[src/rtl/rtph264_pkg.sv]
// Shared types and constants for the RTP H.264 packetiser.
// Used by the front, queue, back and top-level modules; depends on nothing.
package rtph264_pkg;

  // Register indexes of the configuration port.
  localparam logic [1:0] REG_PAYLOAD_TYPE   = 2'd0;
  localparam logic [1:0] REG_SSRC           = 2'd1;
  localparam logic [1:0] REG_START_SEQUENCE = 2'd2;
  localparam logic [1:0] REG_MAX_PAYLOAD    = 2'd3;

  localparam logic [6:0]  PAYLOAD_TYPE_RESET = 7'd96;
  localparam logic [31:0] SSRC_RESET         = 32'd0;
  localparam logic [15:0] START_SEQ_RESET    = 16'd0;
  localparam logic [13:0] MAX_PAYLOAD_RESET  = 14'd1400;
  localparam logic [13:0] CAP_MIN            = 14'd16;
  localparam logic [13:0] CAP_MAX            = 14'd8192;

  localparam logic [7:0] RTP_VERSION_BYTE = 8'h80;
  localparam logic [7:0] FU_A_TYPE        = 8'd28;
  localparam logic [7:0] FU_START_BIT     = 8'h80;
  localparam logic [7:0] FU_END_BIT       = 8'h40;
  localparam logic [7:0] NRI_MASK         = 8'h60;
  localparam logic [7:0] TYPE_MASK        = 8'h1f;

  // Output step numbers within one job.
  localparam logic [3:0] STEP_DATA_ONLY = 4'd0;
  localparam logic [3:0] STEP_FU_IND    = 4'd12;
  localparam logic [3:0] STEP_FU_HDR    = 4'd13;
  localparam logic [3:0] STEP_LAST_RTP  = 4'd12;
  localparam logic [3:0] STEP_LAST_FU   = 4'd14;

  typedef enum logic [1:0] {
    HDR_NONE,
    HDR_RTP,
    HDR_FU
  } hdr_kind_t;

  // One classified input beat, ready for the back end to serialise.
  typedef struct packed {
    logic [7:0]  data;
    logic        data_end;
    hdr_kind_t   hdr;
    logic        marker;
    logic [15:0] seq;
    logic [31:0] ts;
    logic [7:0]  fu_ind;
    logic [7:0]  fu_hdr;
  } job_t;

endpackage

[src/rtl/rtph264_front.sv]
// Front end of the packetiser: accepts NAL bytes, tracks NAL and fragment
// position and the sequence number, and queues one job per producing beat.
// Depends on rtph264_pkg.
module rtph264_front (
  input  logic                clk,
  input  logic                rst,
  input  logic                in_valid,
  output logic                in_ready,
  input  logic [7:0]          nal_byte,
  input  logic [15:0]         nal_length,
  input  logic [31:0]         timestamp,
  input  logic [13:0]         max_payload,
  input  logic                seq_load,
  input  logic [15:0]         seq_load_value,
  input  logic                queue_full,
  output logic                push,
  output rtph264_pkg::job_t   job
);
  import rtph264_pkg::*;

  logic [15:0] sequence_counter;
  logic [15:0] nal_position;
  logic [15:0] fragment_remaining;
  logic [7:0]  saved_nal_header;
  logic        fragmenting_mode;

  logic [15:0] sequence_counter_next;
  logic [15:0] nal_position_next;
  logic [15:0] fragment_remaining_next;
  logic [7:0]  saved_nal_header_next;
  logic        fragmenting_mode_next;

  logic        accept;
  logic [13:0] cap;
  logic        nal_end;
  logic        pos_zero;
  logic        first;
  logic [15:0] limit;
  logic [15:0] avail;
  logic [15:0] count;
  logic        last;
  logic [15:0] rem_after;
  logic [7:0]  flags;
  logic        produce;

  assign in_ready = !queue_full && !rst;
  assign accept   = in_valid && in_ready;

  always_comb begin
    if (max_payload < CAP_MIN) begin
      cap = CAP_MIN;
    end else if (max_payload > CAP_MAX) begin
      cap = CAP_MAX;
    end else begin
      cap = max_payload;
    end
  end

  assign nal_end  = ({1'b0, nal_position} + 17'd1) >= {1'b0, nal_length};
  assign pos_zero = (nal_position == 16'd0);
  assign first    = (nal_position == 16'd1);
  assign limit    = first ? {2'b00, cap - 14'd1} : {2'b00, cap};
  assign avail    = (nal_length > nal_position) ? (nal_length - nal_position) : 16'd1;
  assign count    = (avail < limit) ? avail : limit;
  assign last     = ({1'b0, nal_position} + {1'b0, count}) >= {1'b0, nal_length};
  assign flags    = first ? FU_START_BIT : (last ? FU_END_BIT : 8'h00);

  always_comb begin
    fragmenting_mode_next   = pos_zero ? (nal_length > {2'b00, cap}) : fragmenting_mode;
    saved_nal_header_next   = saved_nal_header;
    fragment_remaining_next = fragment_remaining;
    sequence_counter_next   = sequence_counter;
    produce                 = 1'b1;
    rem_after               = 16'd0;

    job.data   = nal_byte;
    job.data_end = nal_end;
    job.hdr    = HDR_NONE;
    job.marker = 1'b1;
    job.seq    = sequence_counter;
    job.ts     = timestamp;
    job.fu_ind = (saved_nal_header & NRI_MASK) | FU_A_TYPE;
    job.fu_hdr = flags | (saved_nal_header & TYPE_MASK);

    if (!fragmenting_mode_next) begin
      if (pos_zero) begin
        job.hdr               = HDR_RTP;
        sequence_counter_next = sequence_counter + 16'd1;
      end
    end else if (pos_zero) begin
      // The original NAL header is only kept for the FU indicator and header.
      saved_nal_header_next = nal_byte;
      produce               = 1'b0;
    end else begin
      if (fragment_remaining == 16'd0) begin
        job.hdr               = HDR_FU;
        job.marker            = last;
        sequence_counter_next = sequence_counter + 16'd1;
        rem_after             = count - 16'd1;
      end else begin
        rem_after = fragment_remaining - 16'd1;
      end
      if (nal_end) begin
        rem_after = 16'd0;
      end
      fragment_remaining_next = rem_after;
      job.data_end            = (rem_after == 16'd0) || nal_end;
    end

    nal_position_next = nal_end ? 16'd0 : nal_position + 16'd1;
  end

  assign push = accept && produce;

  always_ff @(posedge clk) begin
    if (rst) begin
      sequence_counter   <= START_SEQ_RESET;
      nal_position       <= 16'd0;
      fragment_remaining <= 16'd0;
      saved_nal_header   <= 8'd0;
      fragmenting_mode   <= 1'b0;
    end else begin
      if (seq_load) begin
        sequence_counter <= seq_load_value;
      end else if (accept) begin
        sequence_counter <= sequence_counter_next;
      end
      if (accept) begin
        nal_position       <= nal_position_next;
        fragment_remaining <= fragment_remaining_next;
        saved_nal_header   <= saved_nal_header_next;
        fragmenting_mode   <= fragmenting_mode_next;
      end
    end
  end

endmodule

[src/rtl/rtph264_queue.sv]
// Short job queue between the front and back ends of the packetiser.
// Depends on rtph264_pkg.
module rtph264_queue #(
  parameter int DEPTH = 4
) (
  input  logic              clk,
  input  logic              rst,
  input  logic              push,
  input  rtph264_pkg::job_t push_job,
  output logic              full,
  output logic              head_valid,
  output rtph264_pkg::job_t head_job,
  input  logic              pop
);
  import rtph264_pkg::*;

  localparam int PtrW = (DEPTH > 1) ? $clog2(DEPTH) : 1;
  localparam int CntW = $clog2(DEPTH + 1);
  localparam logic [PtrW-1:0] PtrLast = PtrW'(DEPTH - 1);
  localparam logic [CntW-1:0] CntFull = CntW'(DEPTH);

  job_t            slots [DEPTH];
  logic [PtrW-1:0] wr_ptr;
  logic [PtrW-1:0] rd_ptr;
  logic [CntW-1:0] fill;

  assign full       = (fill == CntFull);
  assign head_valid = (fill != '0);
  assign head_job   = slots[rd_ptr];

  always_ff @(posedge clk) begin
    if (push) begin
      slots[wr_ptr] <= push_job;
    end
  end

  always_ff @(posedge clk) begin
    if (rst) begin
      wr_ptr <= '0;
      rd_ptr <= '0;
      fill   <= '0;
    end else begin
      if (push) begin
        wr_ptr <= (wr_ptr == PtrLast) ? '0 : wr_ptr + 1'b1;
      end
      if (pop) begin
        rd_ptr <= (rd_ptr == PtrLast) ? '0 : rd_ptr + 1'b1;
      end
      if (push && !pop) begin
        fill <= fill + 1'b1;
      end else if (pop && !push) begin
        fill <= fill - 1'b1;
      end
    end
  end

endmodule

[src/rtl/rtph264_back.sv]
// Back end of the packetiser: serialises each queued job into its RTP
// header and FU bytes, if any, and its data byte, into an output register,
// one beat per cycle unless out_ready stalls it. Depends on rtph264_pkg.
module rtph264_back (
  input  logic              clk,
  input  logic              rst,
  input  logic              head_valid,
  input  rtph264_pkg::job_t head_job,
  output logic              pop,
  input  logic [6:0]        rtp_pt,
  input  logic [31:0]       stream_source_id,
  output logic              out_valid,
  input  logic              out_ready,
  output logic [7:0]        packet_byte,
  output logic              packet_end,
  output logic              run_last
);
  import rtph264_pkg::*;

  logic [3:0] step;
  logic [3:0] last_step;
  logic       advance;
  logic       at_last;
  logic [7:0] byte_sel;
  logic [7:0] hdr_byte;

  always_comb begin
    case (head_job.hdr)
      HDR_NONE: last_step = STEP_DATA_ONLY;
      HDR_RTP:  last_step = STEP_LAST_RTP;
      HDR_FU:   last_step = STEP_LAST_FU;
      default:  last_step = STEP_DATA_ONLY;
    endcase
  end

  always_comb begin
    case (step)
      4'd0:    hdr_byte = RTP_VERSION_BYTE;
      4'd1:    hdr_byte = {head_job.marker, rtp_pt};
      4'd2:    hdr_byte = head_job.seq[15:8];
      4'd3:    hdr_byte = head_job.seq[7:0];
      4'd4:    hdr_byte = head_job.ts[31:24];
      4'd5:    hdr_byte = head_job.ts[23:16];
      4'd6:    hdr_byte = head_job.ts[15:8];
      4'd7:    hdr_byte = head_job.ts[7:0];
      4'd8:    hdr_byte = stream_source_id[31:24];
      4'd9:    hdr_byte = stream_source_id[23:16];
      4'd10:   hdr_byte = stream_source_id[15:8];
      4'd11:   hdr_byte = stream_source_id[7:0];
      default: hdr_byte = RTP_VERSION_BYTE;
    endcase
  end

  assign at_last = (step == last_step);

  always_comb begin
    if (at_last) begin
      byte_sel = head_job.data;
    end else if (step == STEP_FU_IND) begin
      byte_sel = head_job.fu_ind;
    end else if (step == STEP_FU_HDR) begin
      byte_sel = head_job.fu_hdr;
    end else begin
      byte_sel = hdr_byte;
    end
  end

  // The output register frees up in the same cycle that it is taken.
  assign advance = head_valid && (!out_valid || out_ready);
  assign pop     = advance && at_last;

  always_ff @(posedge clk) begin
    if (rst) begin
      out_valid <= 1'b0;
      step      <= 4'd0;
    end else begin
      if (advance) begin
        out_valid <= 1'b1;
        step      <= at_last ? 4'd0 : step + 4'd1;
      end else if (out_ready) begin
        out_valid <= 1'b0;
      end
    end
  end

  always_ff @(posedge clk) begin
    if (advance) begin
      packet_byte <= byte_sel;
      packet_end  <= at_last && head_job.data_end;
      run_last    <= at_last;
    end
  end

endmodule

[src/rtl/rtp_h264_nal_packetizer.sv]
// Top level of the RTP H.264 packetiser: configuration registers, front end,
// job queue and back end. Depends on rtph264_pkg and the rtph264_* modules.
//
// One NAL byte is taken per beat on the input channel and RTP packet bytes
// leave one per cycle on the output channel while out_ready holds. A byte that
// continues a packet yields one output byte; a byte that opens a single-NAL
// packet yields 13 and one that opens an FU-A fragment yields 15, because the
// back end serialises the 12-byte RTP header and the two FU bytes before it.
// The queue of QUEUE_DEPTH jobs lets the input run ahead while a header is
// being sent, so over large packets the input sustains close to one byte per
// cycle. The header byte of a fragmented NAL produces no output. Configuration
// writes are accepted on every cycle outside reset and take effect at once;
// writing start_sequence reloads the sequence counter.
module rtp_h264_nal_packetizer #(
  parameter int QUEUE_DEPTH = 4
) (
  input  logic        clk,
  input  logic        rst,
  input  logic        in_valid,
  output logic        in_ready,
  input  logic [7:0]  nal_byte,
  input  logic [15:0] nal_length,
  input  logic [31:0] timestamp,
  output logic        out_valid,
  input  logic        out_ready,
  output logic [7:0]  packet_byte,
  output logic        packet_end,
  output logic        run_last,
  input  logic        cfg_valid,
  output logic        cfg_ready,
  input  logic [1:0]  cfg_index,
  input  logic [31:0] cfg_data
);
  import rtph264_pkg::*;

  logic [6:0]  rtp_pt;
  logic [31:0] stream_source_id;
  logic [13:0] max_payload;
  logic        cfg_write;
  logic        seq_load;
  logic        push;
  logic        pop;
  logic        queue_full;
  logic        head_valid;
  job_t        push_job;
  job_t        head_job;

  assign cfg_ready = !rst;
  assign cfg_write = cfg_valid && cfg_ready;
  assign seq_load  = cfg_write && (cfg_index == REG_START_SEQUENCE);

  always_ff @(posedge clk) begin
    if (rst) begin
      rtp_pt           <= PAYLOAD_TYPE_RESET;
      stream_source_id <= SSRC_RESET;
      max_payload      <= MAX_PAYLOAD_RESET;
    end else if (cfg_write) begin
      case (cfg_index)
        REG_PAYLOAD_TYPE: rtp_pt           <= cfg_data[6:0];
        REG_SSRC:         stream_source_id <= cfg_data;
        REG_MAX_PAYLOAD:  max_payload      <= cfg_data[13:0];
        default: ;
      endcase
    end
  end

  rtph264_front u_front (
    .clk            (clk),
    .rst            (rst),
    .in_valid       (in_valid),
    .in_ready       (in_ready),
    .nal_byte       (nal_byte),
    .nal_length     (nal_length),
    .timestamp      (timestamp),
    .max_payload    (max_payload),
    .seq_load       (seq_load),
    .seq_load_value (cfg_data[15:0]),
    .queue_full     (queue_full),
    .push           (push),
    .job            (push_job)
  );

  rtph264_queue #(
    .DEPTH (QUEUE_DEPTH)
  ) u_queue (
    .clk        (clk),
    .rst        (rst),
    .push       (push),
    .push_job   (push_job),
    .full       (queue_full),
    .head_valid (head_valid),
    .head_job   (head_job),
    .pop        (pop)
  );

  rtph264_back u_back (
    .clk              (clk),
    .rst              (rst),
    .head_valid       (head_valid),
    .head_job         (head_job),
    .pop              (pop),
    .rtp_pt           (rtp_pt),
    .stream_source_id (stream_source_id),
    .out_valid        (out_valid),
    .out_ready        (out_ready),
    .packet_byte      (packet_byte),
    .packet_end       (packet_end),
    .run_last         (run_last)
  );

endmodule
[config.mk]
export PLATFORM = sky130hd
export DESIGN_NAME = rtp_h264_nal_packetizer
export DESIGN_NICKNAME = d
export VERILOG_FILES = /design/src/rtl/rtph264_pkg.sv /design/src/rtl/rtph264_front.sv /design/src/rtl/rtph264_queue.sv /design/src/rtl/rtph264_back.sv /design/src/rtl/rtp_h264_nal_packetizer.sv
export SDC_FILE = /design/constraint.sdc
export NUM_CORES = 1
export LEC_CHECK = 0
export BUFFER_PORTS_ARGS = -buffer_cell sky130_fd_sc_hd__buf_2
export CAP_MARGIN = 10
export CORE_ASPECT_RATIO = 1.5
export CORE_MARGIN = 8
export CORE_UTILIZATION = 35
export CTS_CLUSTER_SIZE = 10
export DETAILED_ROUTE_END_ITERATION = 12
export MAX_ROUTING_LAYER = met4
export SLEW_MARGIN = 20
export SYNTH_ARGS = -nofsm -noshare
export SYNTH_HDL_FRONTEND = slang
export SYNTH_SLANG_ARGS = --single-unit
[constraint.sdc]
create_clock -name clk -period 8.59 [get_ports clk]
set_input_delay 0.4295 -clock clk [delete_from_list [all_inputs] [get_ports clk]]
set_output_delay 0.4295 -clock clk [all_outputs]
set_load 0.005 [all_outputs]
==> results by group <==
Synth
  • Number of synthesized flops with an enable pin: 286
  • Post-synthesis cell type count: 95
  • Fraction of the yosys area taken by sequential cells: 53.20%
  • Mapped cell area: 20770 um2
  • Commonest register cell after synthesis: edfxtp_1
  • Post-synth ARST share: 0%
  • Synthesized area per cell: ~12 um2
  • Synth Register Bits: 409
  • Synth Warn #: 0
  • Post-synthesis cell count: 1784

Drt
  • Via count: about 15000
  • # DRC: 0
  • Routed WL per cell: 22.97 um
  • DRT antenna net count: 0
  • Iter 0 DRT Violations: 942
  • DRT Wirelength: 62670 um
  • Number of vias per cell: 5.444
  • First-pass iteration count of the detailed router: 5

Timing
  • Worst Max-Slew Pin Slew: between 1 and 1.5 ns
  • Final hold slack: 0.07581 ns
  • Final Cycle Share: between 90% and 100%
  • Setup Skew: 0.02471 ns
  • Period minus WS final: 8.053 ns
  • Hold Vio Cnt, Final: 0
  • Max Slew Vio Count: 0
  • Slew Limit Headroom: 32.87%
  • Highest clock rate: approximately 120 MHz
  • Post-Route Setup TNS: 0 ns
  • Finish-stage setup viols: 0

Floorplanning
  • Die width: roughly 210 um
  • Row cnt: approximately 110
  • I/O pin count: about 110
  • Die area: 67550 um2
  • Core Area: 58780 um2
  • Initial Util: between 30% and 40%
  • Die Ht: around 310 um

Clock tree
  • CTS tree: built
  • Sink Count: roughly 410
  • Clk pin slew, worst setup/hold paths: roughly 0.060 ns
  • Clock latency on the worst-skew pair: 0.57 ns
  • H-tree levels: 2
  • CTS root buf: clkbuf_16
  • Inserted Clock Buffers: 48
  • Clock tree buffer depth: 3

Worst setup path
  • CP peak stage delay: roughly 0.53 ns
  • CP dominant cell by count: a21o_1
  • CP Max Fanout: 17
  • Startpoint types: register
  • CP arrival: 8.34 ns
  • Slowest CP cell: dfxtp_1
  • CP Class: reg -> reg
  • Required time of the critical path: 8.87 ns
  • CP endpoint kind: register

Global route
  • Total gr overflow: 0
  • Gr usage total: 18.68%
  • First-pass GRT wire length: 94430 um
  • Antenna violations before repair: 4
  • Largest net degree at the start of global routing: 84
  • Vias in the first global route: 15094

Final layout
  • Fin nets: 2116
  • Design area: 23870 um2
  • Share of cells above drive strength 1: 17.80%
  • Area Growth Syn to Fin: 14.95%
  • Filler Cell Count: 5647
  • Post-layout util: 40.62%

Flow run
  • Number of max-cap violations: 0

Placed design
  • Post-DP Area: 22310 um2
  • # port buffers: 107
  • Gpl congestion: approximately 0.94
  • Dpl hpwl: 46430 um

Power
  • Combinational share of power: between 20% and 30%
  • Pint: around 3800 uW
  • Net switching power: 1565 uW
  • Pwr Density: 223.3 nW/um2
  • Clock Power Share: 34.8%
  • Leak pwr: 0.008573 uW
  • Sw frac: 29.35%
  • Maximum VDD drop: 150.6 uV
  • Power, Total: 5331 uW
  • Register share of total power: 43.0%

Status
  • Outcome: completed

Hold path
  • Worst hold path type: in -> reg
[per-layer routing]
metal  up-vias  GRT usage (%)  routed length (um)
met4         0          7.993                2888
met2       396          33.13               32650
met1      7352          21.11               24800
li1       6972              -                   -
met3       130          2.192                2326
met5         -              -                   0
[power groups by stage]
stage / Clock, uW / Sequential (uW) / Combinational (uW)
3_5_place_dp: 0 / 2340 / 1190
4_1_cts: 1900 / 2290 / 1190
3_3_place_gp: 0 / 2330 / 1180
6_report: 1860 / 2290 / 1180
2_1_floorplan: 0 / 2290 / 804
5_1_grt: 1970 / 2310 / 1290
[repair_timing]
item	CTS	global route
gates resized for setup	1	18
hold buffers	0	0
endpoints found under the setup margin	8	8
pin swaps	0	3
buffers inserted	0	6
[synth_stat cells, drive strengths merged, types with 15 or more instances]
cell type / n / area share, %
edfxtp: 286 / 41
nand2: 194 / 3.5
a21oi: 134 / 3.2
nor2: 129 / 2.3
dfxtp: 123 / 12
ha: 108 / 6.5
inv: 71 / 1.3
clkbuf: 69 / 1.3
mux4: 69 / 7.5
o21ai: 60 / 1.6
nand3: 50 / 1.2
xnor2: 44 / 1.9
nand4: 32 / 0.96
nor3: 30 / 0.77
a211oi: 27 / 1.0
and2: 26 / 0.78
xor2: 26 / 1.1
and3: 23 / 0.72
mux2i: 22 / 1.1
a21o: 21 / 0.77
a31oi: 20 / 0.69
nor4: 20 / 0.75
a22oi: 18 / 0.72
buf: 16 / 0.40
o21a: 15 / 0.54
[registers in the layout, indices dropped and copies added, names as in the netlist, 3 cells and up, named ones only]
| signal | cells |
|---|---|
| u_queue.slots | 276 |
| rtp_pt | 7 |
| stream_source_id | 32 |
| max_payload | 14 |
| u_queue.fill | 3 |
| u_front.nal_position | 16 |
| u_front.fragment_remaining | 16 |
| u_back.packet_byte | 8 |
| u_front.saved_nal_header | 7 |
| u_front.sequence_counter | 16 |
| u_back.step | 4 |
[area by class of cell]
type / instances / area (um2) / area share, %
inverters: 73 / 274.0 / 1.148
multi-input cells: 1218 / 9191 / 38.50
flip-flops and latches: 409 / 11060 / 46.32
repair buffers: 160 / 935.9 / 3.920
diodes: 2 / 5.005 / 0.02096
well taps: 777 / 972.2 / 4.072
clock inverters: 5 / 68.82 / 0.2882
clock buffers: 84 / 1368 / 5.728
[path summary, 6_finish.rpt]
kind / cells after the start / startpoint / slack (ns) / end
setup reg to reg: 37 / u_front.nal_position[11] / 0.54 / u_queue.slots[2][58]
setup / recovery: 37 / u_front.nal_position[11] / 0.54 / u_queue.slots[2][58]
hold / removal: 1 / timestamp[26] / 0.08 / u_queue.slots[3][36]
hold reg to reg: 2 / stream_source_id[13] / 0.45 / stream_source_id[13]
[kinds of logic (layout without fill, tap and decap cells)]
kind of cell | count (synthesis) | count (layout) | synth area share, %
fa+ha+maj | 111 | 111 | 6.795
simple gates | 562 | 562 | 13.26
compound gates | 381 | 381 | 12.20
xor+xnor | 70 | 70 | 2.952
other cells | 1 | 4 | 0.01805
flops | 409 | 409 | 53.20
mux | 92 | 92 | 8.596
buf+inv | 158 | 322 | 2.976
[cells in the final DEF (no fill, tap or decap), drive strengths merged, types with 15 or more instances in the layout]
cell and n:
edfxtp 286, nand2 194, buf 160, a21oi 134, nor2 129, dfxtp 123, ha 108, clkbuf 84
inv 72, mux4 69, o21ai 60, nand3 50, xnor2 44, nand4 32, nor3 30, a211oi 27
xor2 26, and2 26, and3 23, mux2i 22, a21o 21, nor4 20, a31oi 20, a22oi 18
o21a 15
[worst max-delay path: cells and delay by family, from the launching register on]
| kind | cells | cell delay (ns) |
|---|---|---|
| AOI/OAI and AO/OA | 20 | 3.29 |
| and+or+nand+nor | 9 | 1.73 |
| adders and majority gates | 5 | 1.68 |
| DFF | 1 | 0.53 |
| buffers and inverters | 2 | 0.37 |
| xor gates and xnor gates | 1 | 0.14 |
[metrics by stage]
| stage | worst slack (ns) | cells |
|---|---|---|
| 3_3_place_gp | 0.06624 | 2631 |
| 4_1_cts | 0.07754 | 2720 |
| 3_5_place_dp | 0.01091 | 2631 |
| 5_1_grt | -0.005591 | 2727 |
| 6_report | 0.5374 | 2728 |
| 2_1_floorplan | 0.9183 | 1785 |
No activity file was read; power rests on OpenSTA's default activity.
